--- config.mk ---
export PLATFORM = sky130hd
export DESIGN_NAME = text_line_splitter_top
export DESIGN_NICKNAME = d
export VERILOG_FILES = /design/src/rtl/tls_pkg.sv /design/src/rtl/text_line_splitter_top.sv /design/src/rtl/tls_scanner.sv /design/src/rtl/tls_out_buffer.sv
export VERILOG_INCLUDE_DIRS = /design/src /design/src/rtl
export SDC_FILE = /design/constraint.sdc
export NUM_CORES = 1
export LEC_CHECK = 0
export BUFFER_PORTS_ARGS = -buffer_cell sky130_fd_sc_hd__buf_4
export CORE_MARGIN = 8
export CORE_UTILIZATION = 65
export CTS_CLUSTER_SIZE = 14
export DETAILED_ROUTE_END_ITERATION = 8
export HOLD_SLACK_MARGIN = 0.1
export PLACE_DENSITY = 0.84
export SLEW_MARGIN = 40
export SYNTH_ARGS = -nofsm -noshare
export SYNTH_HDL_FRONTEND = slang
export SYNTH_SLANG_ARGS = --single-unit
--- constraint.sdc ---
create_clock -name clock -period 21.9 [get_ports clock]
set_input_delay 5.475 -clock clock [delete_from_list [all_inputs] [get_ports clock]]
set_output_delay 5.475 -clock clock [all_outputs]
set_load 0.02 [all_outputs]
--- src/rtl/text_line_splitter_top_defines.svh ---
// ---------------------------------------------------------------------------
// text line splitter assertion macros
// concurrent checks that vanish when SYNTHESIS is defined
// ---------------------------------------------------------------------------
`ifndef TEXT_LINE_SPLITTER_TOP_DEFINES_SVH
`define TEXT_LINE_SPLITTER_TOP_DEFINES_SVH

`ifndef SYNTHESIS
// prop must hold at every clock edge outside reset
`define TLS_ASSERT(name, clk, rst, prop) \
   name: assert property (@(posedge clk) disable iff (rst) (prop)) \
      else $error("tls assertion failed");
// expr must never be true outside reset
`define TLS_NEVER(name, clk, rst, expr) \
   name: assert property (@(posedge clk) disable iff (rst) !(expr)) \
      else $error("tls forbidden condition seen");
`else
`define TLS_ASSERT(name, clk, rst, prop)
`define TLS_NEVER(name, clk, rst, expr)
`endif

`endif

--- src/rtl/tls_pkg.sv ---
// ---------------------------------------------------------------------------
// text line splitter package
// byte codes, result width and the line beat passed between modules
// ---------------------------------------------------------------------------
package tls_pkg;

   localparam int DEFAULT_OFFSET_BITS = 32;
   localparam int RESULT_BITS         = 32;

   localparam logic [7:0] CHAR_NUL   = 8'h00;
   localparam logic [7:0] CHAR_TAB   = 8'h09;
   localparam logic [7:0] CHAR_LF    = 8'h0A;
   localparam logic [7:0] CHAR_CR    = 8'h0D;
   localparam logic [7:0] CHAR_SPACE = 8'h20;
   localparam logic [7:0] CHAR_HASH  = 8'h23;

   typedef struct packed {
      logic                   valid;
      logic [RESULT_BITS-1:0] line_start;
      logic [RESULT_BITS-1:0] line_length;
   } tls_line_type;

endpackage

--- src/rtl/text_line_splitter_top.sv ---
// ---------------------------------------------------------------------------
// text line splitter top level
// splits a byte stream into trimmed lines, reported as start and length
// ---------------------------------------------------------------------------
//  channel  direction  handshake            payload
//  req      in         req_valid/req_stall  req_text_byte, req_end_of_buffer
//  rsp      out        rsp_valid/rsp_stall  rsp_line_start, rsp_line_length
//  csr      in         csr_wr_en            csr_wr_data (comment lines enabled)
//
//  one byte per cycle while req_stall is low; a line beat is set by the
//  single scanner pass on its last byte, registered in the output register
//  synchronous reset clears all line state and enables comment skipping
//  a stalled rsp parks one beat in the skid entry; req_stall rises while
//  that entry is occupied and falls when the result register drains
// ---------------------------------------------------------------------------
module text_line_splitter_top
   import tls_pkg::*;
#(
   parameter int OFFSET_BITS = DEFAULT_OFFSET_BITS
) (
   input  logic                   clock,
   input  logic                   reset,
   input  logic                   req_valid,
   output logic                   req_stall,
   input  logic [7:0]             req_text_byte,
   input  logic                   req_end_of_buffer,
   output logic                   rsp_valid,
   input  logic                   rsp_stall,
   output logic [RESULT_BITS-1:0] rsp_line_start,
   output logic [RESULT_BITS-1:0] rsp_line_length,
   input  logic                   csr_wr_en,
   input  logic                   csr_wr_data
);

   tls_line_type line_beat;
   logic         accept;
   logic         full;

   assign req_stall = full;
   assign accept    = req_valid && !full;

   tls_scanner #(
      .OFFSET_BITS (OFFSET_BITS)
   ) u_scanner (
      .clock         (clock),
      .reset         (reset),
      .accept        (accept),
      .text_byte     (req_text_byte),
      .end_of_buffer (req_end_of_buffer),
      .csr_wr_en     (csr_wr_en),
      .csr_wr_data   (csr_wr_data),
      .line_out      (line_beat)
   );

   tls_out_buffer u_out_buffer (
      .clock           (clock),
      .reset           (reset),
      .line_in         (line_beat),
      .full            (full),
      .rsp_valid       (rsp_valid),
      .rsp_stall       (rsp_stall),
      .rsp_line_start  (rsp_line_start),
      .rsp_line_length (rsp_line_length)
   );

endmodule

--- src/rtl/tls_scanner.sv ---
// ---------------------------------------------------------------------------
// text line splitter scanner
// per-byte line tracking, trimming and comment skip; emits one line beat
// ---------------------------------------------------------------------------
`include "text_line_splitter_top_defines.svh"

module tls_scanner
   import tls_pkg::*;
#(
   parameter int OFFSET_BITS = DEFAULT_OFFSET_BITS
) (
   input  logic         clock,
   input  logic         reset,
   input  logic         accept,
   input  logic [7:0]   text_byte,
   input  logic         end_of_buffer,
   input  logic         csr_wr_en,
   input  logic         csr_wr_data,
   output tls_line_type line_out
);

   localparam logic [OFFSET_BITS-1:0] OFF_MAX = '1;

   logic [OFFSET_BITS-1:0] pos_ff, pos_in;
   logic [OFFSET_BITS-1:0] start_ff, start_in;
   logic [OFFSET_BITS-1:0] end_ff, end_in;
   logic                   in_line_ff, in_line_in;
   logic                   in_comment_ff, in_comment_in;
   logic                   comment_en_ff;

   logic                   space_or_tab;
   logic                   is_line_end;
   logic                   emit;
   logic [OFFSET_BITS-1:0] pos_next;
   logic [OFFSET_BITS-1:0] length;

   assign space_or_tab = (text_byte == CHAR_SPACE) || (text_byte == CHAR_TAB);
   assign is_line_end  = (text_byte == CHAR_CR) || (text_byte == CHAR_LF) ||
                         (text_byte == CHAR_NUL);
   // saturating increment of the current offset
   assign pos_next     = (pos_ff == OFF_MAX) ? OFF_MAX : pos_ff + 1'b1;

   always_comb begin
      start_in      = start_ff;
      end_in        = end_ff;
      in_line_in    = in_line_ff;
      in_comment_in = in_comment_ff;
      pos_in        = pos_ff;
      emit          = 1'b0;
      if (accept) begin
         if (in_comment_ff) begin
            if (is_line_end) begin
               in_comment_in = 1'b0;
            end
         end else if (in_line_ff) begin
            if (is_line_end) begin
               emit       = 1'b1;
               in_line_in = 1'b0;
            end else if (!space_or_tab) begin
               end_in = pos_next;
            end
         end else if (space_or_tab || is_line_end) begin
            // leading blanks and empty lines
         end else if (text_byte == CHAR_HASH && comment_en_ff) begin
            in_comment_in = 1'b1;
         end else begin
            in_line_in = 1'b1;
            start_in   = pos_ff;
            end_in     = pos_next;
         end
         if (end_of_buffer) begin
            if (in_line_in) begin
               emit = 1'b1;
            end
            in_line_in    = 1'b0;
            in_comment_in = 1'b0;
            pos_in        = '0;
         end else begin
            pos_in = pos_next;
         end
      end
   end

   assign length = (end_in <= start_in) ? OFFSET_BITS'(1) : end_in - start_in;

   assign line_out.valid       = emit;
   assign line_out.line_start  = RESULT_BITS'(start_in);
   assign line_out.line_length = RESULT_BITS'(length);

   always_ff @(posedge clock) begin
      if (reset) begin
         pos_ff        <= '0;
         start_ff      <= '0;
         end_ff        <= '0;
         in_line_ff    <= 1'b0;
         in_comment_ff <= 1'b0;
         comment_en_ff <= 1'b1;
      end else begin
         pos_ff        <= pos_in;
         start_ff      <= start_in;
         end_ff        <= end_in;
         in_line_ff    <= in_line_in;
         in_comment_ff <= in_comment_in;
         if (csr_wr_en) begin
            comment_en_ff <= csr_wr_data;
         end
      end
   end

   `TLS_NEVER(a_line_and_comment, clock, reset, in_line_ff && in_comment_ff)
   `TLS_ASSERT(a_end_not_before_start, clock, reset, !in_line_ff || (end_ff >= start_ff))
   `TLS_ASSERT(a_pos_restarts, clock, reset, (accept && end_of_buffer) |=> (pos_ff == '0))

endmodule

--- src/rtl/tls_out_buffer.sv ---
// ---------------------------------------------------------------------------
// text line splitter output buffer
// result register plus one skid entry between scanner and rsp channel
// ---------------------------------------------------------------------------
`include "text_line_splitter_top_defines.svh"

module tls_out_buffer
   import tls_pkg::*;
(
   input  logic                   clock,
   input  logic                   reset,
   input  tls_line_type           line_in,
   output logic                   full,
   output logic                   rsp_valid,
   input  logic                   rsp_stall,
   output logic [RESULT_BITS-1:0] rsp_line_start,
   output logic [RESULT_BITS-1:0] rsp_line_length
);

   tls_line_type out_ff;
   tls_line_type skid_ff;
   logic         take;

   assign take = out_ff.valid && !rsp_stall;

   always_ff @(posedge clock) begin
      if (reset) begin
         out_ff.valid  <= 1'b0;
         skid_ff.valid <= 1'b0;
      end else begin
         if (!out_ff.valid || take) begin
            if (skid_ff.valid) begin
               out_ff        <= skid_ff;
               skid_ff.valid <= 1'b0;
            end else begin
               out_ff <= line_in;
            end
         end else if (line_in.valid) begin
            // result register still held, park the new beat
            skid_ff <= line_in;
         end
      end
   end

   assign full            = skid_ff.valid;
   assign rsp_valid       = out_ff.valid;
   assign rsp_line_start  = out_ff.line_start;
   assign rsp_line_length = out_ff.line_length;

   `TLS_ASSERT(a_skid_implies_out, clock, reset, !skid_ff.valid || out_ff.valid)
   `TLS_NEVER(a_no_push_when_full, clock, reset, line_in.valid && skid_ff.valid)
   `TLS_ASSERT(a_skid_drains, clock, reset, (skid_ff.valid && take) |=> !skid_ff.valid)

endmodule
==> results of run 1 <==
[cell families after synthesis]
kind of cell / share of synthesized area [%]
AO/OA/AOI/OAI: 13.6
multiplexers: 7.29
XOR/XNOR: 3.48
buffers and inverters: 3.98
flip-flops: 50.7
AND/OR/NAND/NOR: 17.2
adder cells (fa/ha/maj): 3.74
[sequential cells by signal (all words and copies together) (netlist names)]
register / flops
u_out_buffer.skid_ff: 64
u_out_buffer.rsp_line_length: 32
u_out_buffer.rsp_line_start: 32
u_scanner.end_ff: 32
u_scanner.pos_ff: 32
u_scanner.start_ff: 32
u_out_buffer.full: 1
u_out_buffer.rsp_valid: 1
u_scanner.comment_en_ff: 1
u_scanner.in_comment_ff: 1
u_scanner.in_line_ff: 1
[synth_stat cells (12+ instances only)]
cell	instances
nor2_1	133
edfxtp_1	128
dfxtp_1	101
nand2_1	98
a21oi_1	74
inv_1	41
clkbuf_1	40
nor2b_1	40
nor3_1	38
mux2_2	37
mux2i_1	34
ha_1	33
o21ai_0	32
nand3_1	31
o31ai_1	26
xnor2_1	23
xor2_1	23
buf_2	20
a31oi_1	15
o22ai_1	13
and3_1	12
[metal layers]
metal / vias up / share of wire (%) / track usage, % / wire, um
li1: 4246 / - / - / -
met5: - / 0 / 0 / 0
met3: 37 / 7.0 / 3.32 / 1820
met1: 4185 / 45 / 32.6 / 11900
met2: 340 / 46 / 35.4 / 11900
met4: 0 / 2.0 / 6.87 / 516
[stage by stage]
stage | power (mW) | std cells | hold WS, ps | setup WS [ps]
after floorplan | 0.562 | 1147 | 451 | 7960
after global placement | 0.591 | 1395 | 483 | 11300
after detailed placement | 0.595 | 1395 | 486 | 11650
after CTS | 1.00 | 1439 | 517 | 12080
after global routing | 1.03 | 1439 | 545 | 11790
final | 0.998 | 1439 | 520 | 12040
[power breakdown]
| group | internal [mW] | switching [mW] | total (mW) |
|---|---|---|---|
| Sequential | 0.469 | 0.00394 | 0.473 |
| Combinational | 0.0413 | 0.0720 | 0.113 |
| Clock | 0.248 | 0.165 | 0.412 |
[critical path: cells and delay by family]
kind                     cells  cell delay, ps
AO/OA/AOI/OAI                5            1490
AND/OR/NAND/NOR              5            1470
adder cells (fa/ha/maj)      2             650
buffers and inverters        2             590
multiplexers                 1             440
[cell type report]
| cell class | count | area [um^2] |
|---|---|---|
| tap | 225 | 282 |
| inverter | 41 | 154 |
| timing repair buffer | 90 | 683 |
| fill | 1199 | 4260 |
| clock inverter | 6 | 30.0 |
| multi-input combinational | 810 | 5290 |
| sequential | 229 | 5870 |
| clock buffer | 38 | 790 |
[worst paths after layout]
path                       start                                to  slack, ps  cells past startpoint
max                    req_valid  u_out_buffer.rsp_line_length[23]      12040                     15
max reg2reg    u_out_buffer.full  u_out_buffer.rsp_line_length[23]      16440                     15
min reg2reg  u_scanner.end_ff[0]               u_scanner.end_ff[0]        520                      2
min          u_scanner.end_ff[0]               u_scanner.end_ff[0]        520                      2
==> results.json, run 1 <==
{
  "outcome": "finished, final reports clean",
  "seq_area_frac_synth_pct": 50.7,
  "insertion_delay_ps": 510,
  "clockBufferDepth": 3,
  "drtPass1Iterations": 5,
  "ys_types": 71,
  "post-dp-hpwl_um": 17600,
  "drc": 0,
  "ys_seq_elements": 229,
  "cts_post_setup_buffers_inserted": 0,
  "synthArstFlopShare_pct": 0,
  "row_count": 48,
  "wl_um": 26100,
  "synthFlopType": "edfxtp_1",
  "crit_slowest_cell": "o41ai_1",
  "gp_congestion": 0.881,
  "drv_slew": 0,
  "grt_start_max_net_pins": 98,
  "vias": 8808,
  "relSlewSlack_pct": 44.8,
  "dieArea_um2": 22300,
  "syn-cell-area_um2": 11600,
  "wl_per_cell_um": 18.1,
  "cp-start-kind": "input port",
  "ant_nets": 0,
  "critical-path-max-stage-delay_ps": 530,
  "vias_per_cell": 6.12,
  "core_um2": 17400,
  "path_clk_slew_ps": 60,
  "post_dp_cell_area_um2": 12300,
  "ys_warn_count": 0,
  "timing.setup.tns_ps": 0,
  "die_h_um": 149,
  "path_max_fanout": 62,
  "rsz0062_at_grt": "false",
  "p_leak_nw": 5.33,
  "period_minus_slack_ps": 9860,
  "crit_top_cell": "buf_4",
  "cts_root_buf": "clkbuf_16",
  "tightest_slew_ps": 828,
  "drt_iter0_drc": 843,
  "final_net_count": 1245,
  "cts_sinks": 229,
  "ctsHoldBuffers": 0,
  "synth_top_area_cell": "edfxtp_1",
  "cts_max_level": 1,
  "cp.arrival_ps": 10150,
  "timing.final.crit_share_pct": 45.0,
  "power_density_nw_per_um2": 76.2,
  "cap_violations": 0,
  "drive_above_1_share_pct": 16.6,
  "antenna_cells": 0,
  "setup_viol": 0,
  "start_util_pct": 66.7,
  "antenna_found_initial": 0,
  "layout_commonest_cell": "nor2_1",
  "fin_area_um2": 13100,
  "final_cell_mix": "nor2_1 (132), edfxtp_1 (128), dfxtp_1 (100), nand2_1 (97), buf_4 (88)",
  "final_util_pct": 75.5,
  "grt_pass1_vias": 8306,
  "irDropWorstVdd_v": 0.0000629,
  "grt_pass1_wl_um": 42100,
  "hold_violations": 0,
  "crit_type": "in2reg",
  "tritoncts": "built",
  "numCtsBuffers": 24,
  "finClkSkew_ps": 9.62,
  "hold_path_class": "reg2reg",
  "synth_edf_count": 128,
  "cp-end-kind": "flop",
  "timing.fmax_mhz": 101,
  "io_buffers": 80,
  "syn_area_per_cell_um2": 10.1,
  "fp.dieW_um": 149,
  "worstPathCellList": "buf_4 > nor2b_4 > nand3_1 > nor2_4 > buf_4 > mux2_2 > ha_1 > fa_1 > nand2b_1 > a21oi_1 > o21ai_0 > a22o_1 > o211ai_1 > nand2_4 > o41ai_1",
  "grt_overflow": 0,
  "syn_to_final_growth_pct": 13.2,
  "track_usage_pct": 22.8,
  "ys_top_cells_by_area": "edfxtp_1 (33%), dfxtp_1 (17%), nor2_1 (4.3%)",
  "cts.repair.resized": 0,
  "worstPathRequired_ps": 22190,
  "ios": 81,
  "syn_inst": 1147,
  "synth_top_area_share_pct": 33.2,
  "syn_nets": 1196
}
Power figures use the tool's default switching activity.
==> run 2: changes to the inputs <==
ABC_AREA = 1   (was not set)
CORE_UTILIZATION = 61   (was 65)
PLACE_DENSITY = 0.79   (was 0.84)
clock period = 9.1 ns   (was 21.9 ns; I/O delays follow)
==> run 2 against run 1 <==
  * Worst setup slack got worse by 9000 ps
  * Global-route usage increased by 2.4 points
  * Utilization decreased by 5.2 points
  * Critical endpoint is now u_out_buffer.rsp_line_length[11]
  * Largest power group unchanged
==> results.json, run 2 <==
{
  "ys_types": 44,
  "syn_nets": 1696,
  "wl_per_cell_um": 16.6,
  "cts_root_buf": "clkbuf_16",
  "gp_congestion": 0.970,
  "cts.repair.resized": 0,
  "ys_warn_count": 0,
  "insertion_delay_ps": 530,
  "seq_area_frac_synth_pct": 46.5,
  "worstPathCellList": "buf_4 > nor2_1 > nand2_1 > nand3_1 > nand2_1 > nand4_1 > buf_4 > inv_2 > or2_2 > o21ai_0 > inv_1 > ha_1 > nand2_1 > inv_1 > nand2_1 > nor2_2 > nand3_1 > o21ai_4 > buf_4 > nor2_4 > nand2_1 > nand2_1",
  "row_count": 52,
  "drtPass1Iterations": 5,
  "swShare_pct": 28.7,
  "antenna_found_initial": 0,
  "setup_viol": 0,
  "grt_pass1_vias": 10400,
  "cts_max_level": 1,
  "critical-path-max-stage-delay_ps": 480,
  "tritoncts": "built",
  "timing.final.crit_share_pct": 66.7,
  "final_net_count": 1766,
  "switchingPower_mw": 0.760,
  "syn_area_per_cell_um2": 7.67,
  "holdWs_ps": 485,
  "cts_sinks": 229,
  "vias": 10800,
  "irDropWorstVdd_v": 0.000149,
  "hold_depth": 2,
  "path_max_fanout": 43,
  "timing.fmax_mhz": 165,
  "p_seq_share_pct": 43.7,
  "period_minus_slack_ps": 6070,
  "synth_top_area_cell": "edfxtp_1",
  "cap_violations": 0,
  "syn_to_final_growth_pct": 13.0,
  "tightest_slew_ps": 907,
  "r2r_start": "u_out_buffer.full",
  "start_util_pct": 62.2,
  "cts_post_setup_buffers_inserted": 0,
  "grt_overflow": 0,
  "io_buffers": 80,
  "crit_top_cell": "nand2_1",
  "outcome": "finished, final reports clean",
  "rsz0062_at_grt": "false",
  "die_h_um": 160,
  "synthTopCellsByCount": "nand2_1 (527), inv_1 (200), nor2_1 (190)",
  "synthArstFlopShare_pct": 0,
  "layout_commonest_cell": "nand2_1",
  "syn_inst": 1647,
  "crit_slowest_cell": "o21ai_4",
  "p_leak_nw": 6.37,
  "drive_above_1_share_pct": 14.3,
  "wl_um": 33300,
  "ctsHoldBuffers": 0,
  "synth_top_area_share_pct": 30.4,
  "synthFlopType": "edfxtp_1",
  "ys_seq_elements": 229,
  "vias_per_cell": 5.39,
  "pwr-share-clk_pct": 37.1,
  "whs_endpoint": "u_scanner.pos_ff[14]",
  "numCtsBuffers": 24,
  "p_int_mw": 1.89,
  "rrSetupSlack_ps": 3540,
  "cp.arrival_ps": 6350,
  "syn-cell-area_um2": 12600,
  "power_density_nw_per_um2": 186,
  "grt_pass1_wl_um": 52800,
  "ff2ff_path_depth": 22,
  "top_register": "u_out_buffer.skid_ff",
  "cp-end-kind": "flop",
  "ant_nets": 0,
  "timing.setup.tns_ps": 0,
  "core_um2": 20300,
  "antenna_cells": 0,
  "yosysMostFrequentCell": "nand2_1",
  "hold_violations": 0,
  "relSlewSlack_pct": 39.0,
  "fp.dieW_um": 160,
  "post-dp-hpwl_um": 24400,
  "clockBufferDepth": 3,
  "design_power_total_mw": 2.65,
  "cp-start-kind": "input port",
  "drc": 0,
  "r2r-end": "u_out_buffer.rsp_line_length[11]",
  "worstPathRequired_ps": 9380,
  "worstHoldStart": "u_scanner.pos_ff[14]",
  "hold_path_class": "reg2reg",
  "crit_type": "in2reg",
  "dieArea_um2": 25600,
  "track_usage_pct": 25.3,
  "path_clk_slew_ps": 60,
  "grt_start_max_net_pins": 78,
  "fillers": 1695,
  "combPwrFrac_pct": 19.2,
  "drt_iter0_drc": 1010,
  "final_cell_mix": "nand2_1 (526), inv_1 (200), nor2_1 (187), edfxtp_1 (128), dfxtp_1 (100)",
  "finClkSkew_ps": 12.0,
  "synth_edf_count": 128,
  "ios": 81,
  "drv_slew": 0,
  "largest_reg_flops": 64,
  "ys_top_cells_by_area": "edfxtp_1 (30%), dfxtp_1 (16%), nand2_1 (16%)"
}
## run 2: cell types whose count changed in the layout (fill, tap and decap cells not counted), moves of 28 or more
cell / delta
nand2_1: +429
inv_1: +159
nor2_1: +55
nand3_1: +39
nor2b_1: -38
mux2_2: -37
mux2i_1: -34
o21ai_2: +31
inv_2: +28
## run 2: logic make-up (layout without fill, tap and decap cells)
family	count (synthesis)	in the layout	share of synthesized area [%]
AND/OR/NAND/NOR	911	911	31.4
buffers and inverters	279	367	8.93
flip-flops	229	229	46.5
AO/OA/AOI/OAI	164	164	7.75
adder cells (fa/ha/maj)	34	34	3.43
XOR/XNOR	30	30	2.08
## run 2: worst max path at each step
| stage | startpoint | to | slack [ps] | cells past startpoint |
|---|---|---|---|---|
| 2_1_floorplan | req_text_byte[1] | u_out_buffer.skid_ff[0] | 2970 | 9 |
| 3_3_place_gp | req_valid | u_out_buffer.rsp_line_length[7] | 2340 | 17 |
| 3_5_place_dp | req_valid | u_out_buffer.rsp_line_length[0] | 2400 | 19 |
| 4_1_cts | req_valid | u_out_buffer.rsp_line_length[0] | 2930 | 19 |
| 5_1_grt | req_text_byte[3] | u_out_buffer.rsp_line_length[11] | 2680 | 22 |
| 6_report | req_text_byte[3] | u_out_buffer.rsp_line_length[11] | 3030 | 22 |
## run 2: power by group through the flow
stage | clock network (mW) | logic [mW] | registers (mW)
after floorplan | 0 | 0.324 | 1.22
after global placement | 0 | 0.486 | 1.18
after detailed placement | 0 | 0.497 | 1.18
after CTS | 0.996 | 0.503 | 1.16
after global routing | 1.04 | 0.559 | 1.16
final | 0.985 | 0.509 | 1.16
## run 2: worst max-delay path, delay by kind of cell
kind,cells,cell delay [ps]
adder cells (fa/ha/maj),1,370
buffers and inverters,6,1300
AO/OA/AOI/OAI,2,610
AND/OR/NAND/NOR,13,1760
## run 2: stage by stage
step / cell area (um^2) / util [%] / std cells / setup slack (ps)
after floorplan: 12600 / - / 1647 / 2970
after global placement: 13400 / 66.0 / 1958 / 2340
after detailed placement: 13400 / 66.1 / 1959 / 2400
after CTS: 14200 / 70.0 / 2003 / 2930
after global routing: 14300 / 70.3 / 2005 / 2680
final: 14300 / 70.3 / 2005 / 3030
## run 2: per-layer routing
layer | track usage (%) | vias up | routed length, um
met5 | 0 | - | 0
met4 | 9.13 | 0 | 1090
met3 | 4.78 | 72 | 2510
met2 | 40.7 | 368 | 15500
met1 | 33.5 | 4953 | 14200
li1 | - | 5404 | -
## run 2: final cells by class
cell class / count / area [um^2] / share of cell area (%)
flip-flops and latches: 229 / 5870 / 41.1
inverters: 229 / 860 / 6.02
clock inverters: 12 / 130 / 0.912
multi-input cells: 1139 / 5660 / 39.6
repair buffers: 94 / 746 / 5.23
clock buffers: 32 / 671 / 4.70
well taps: 270 / 338 / 2.37
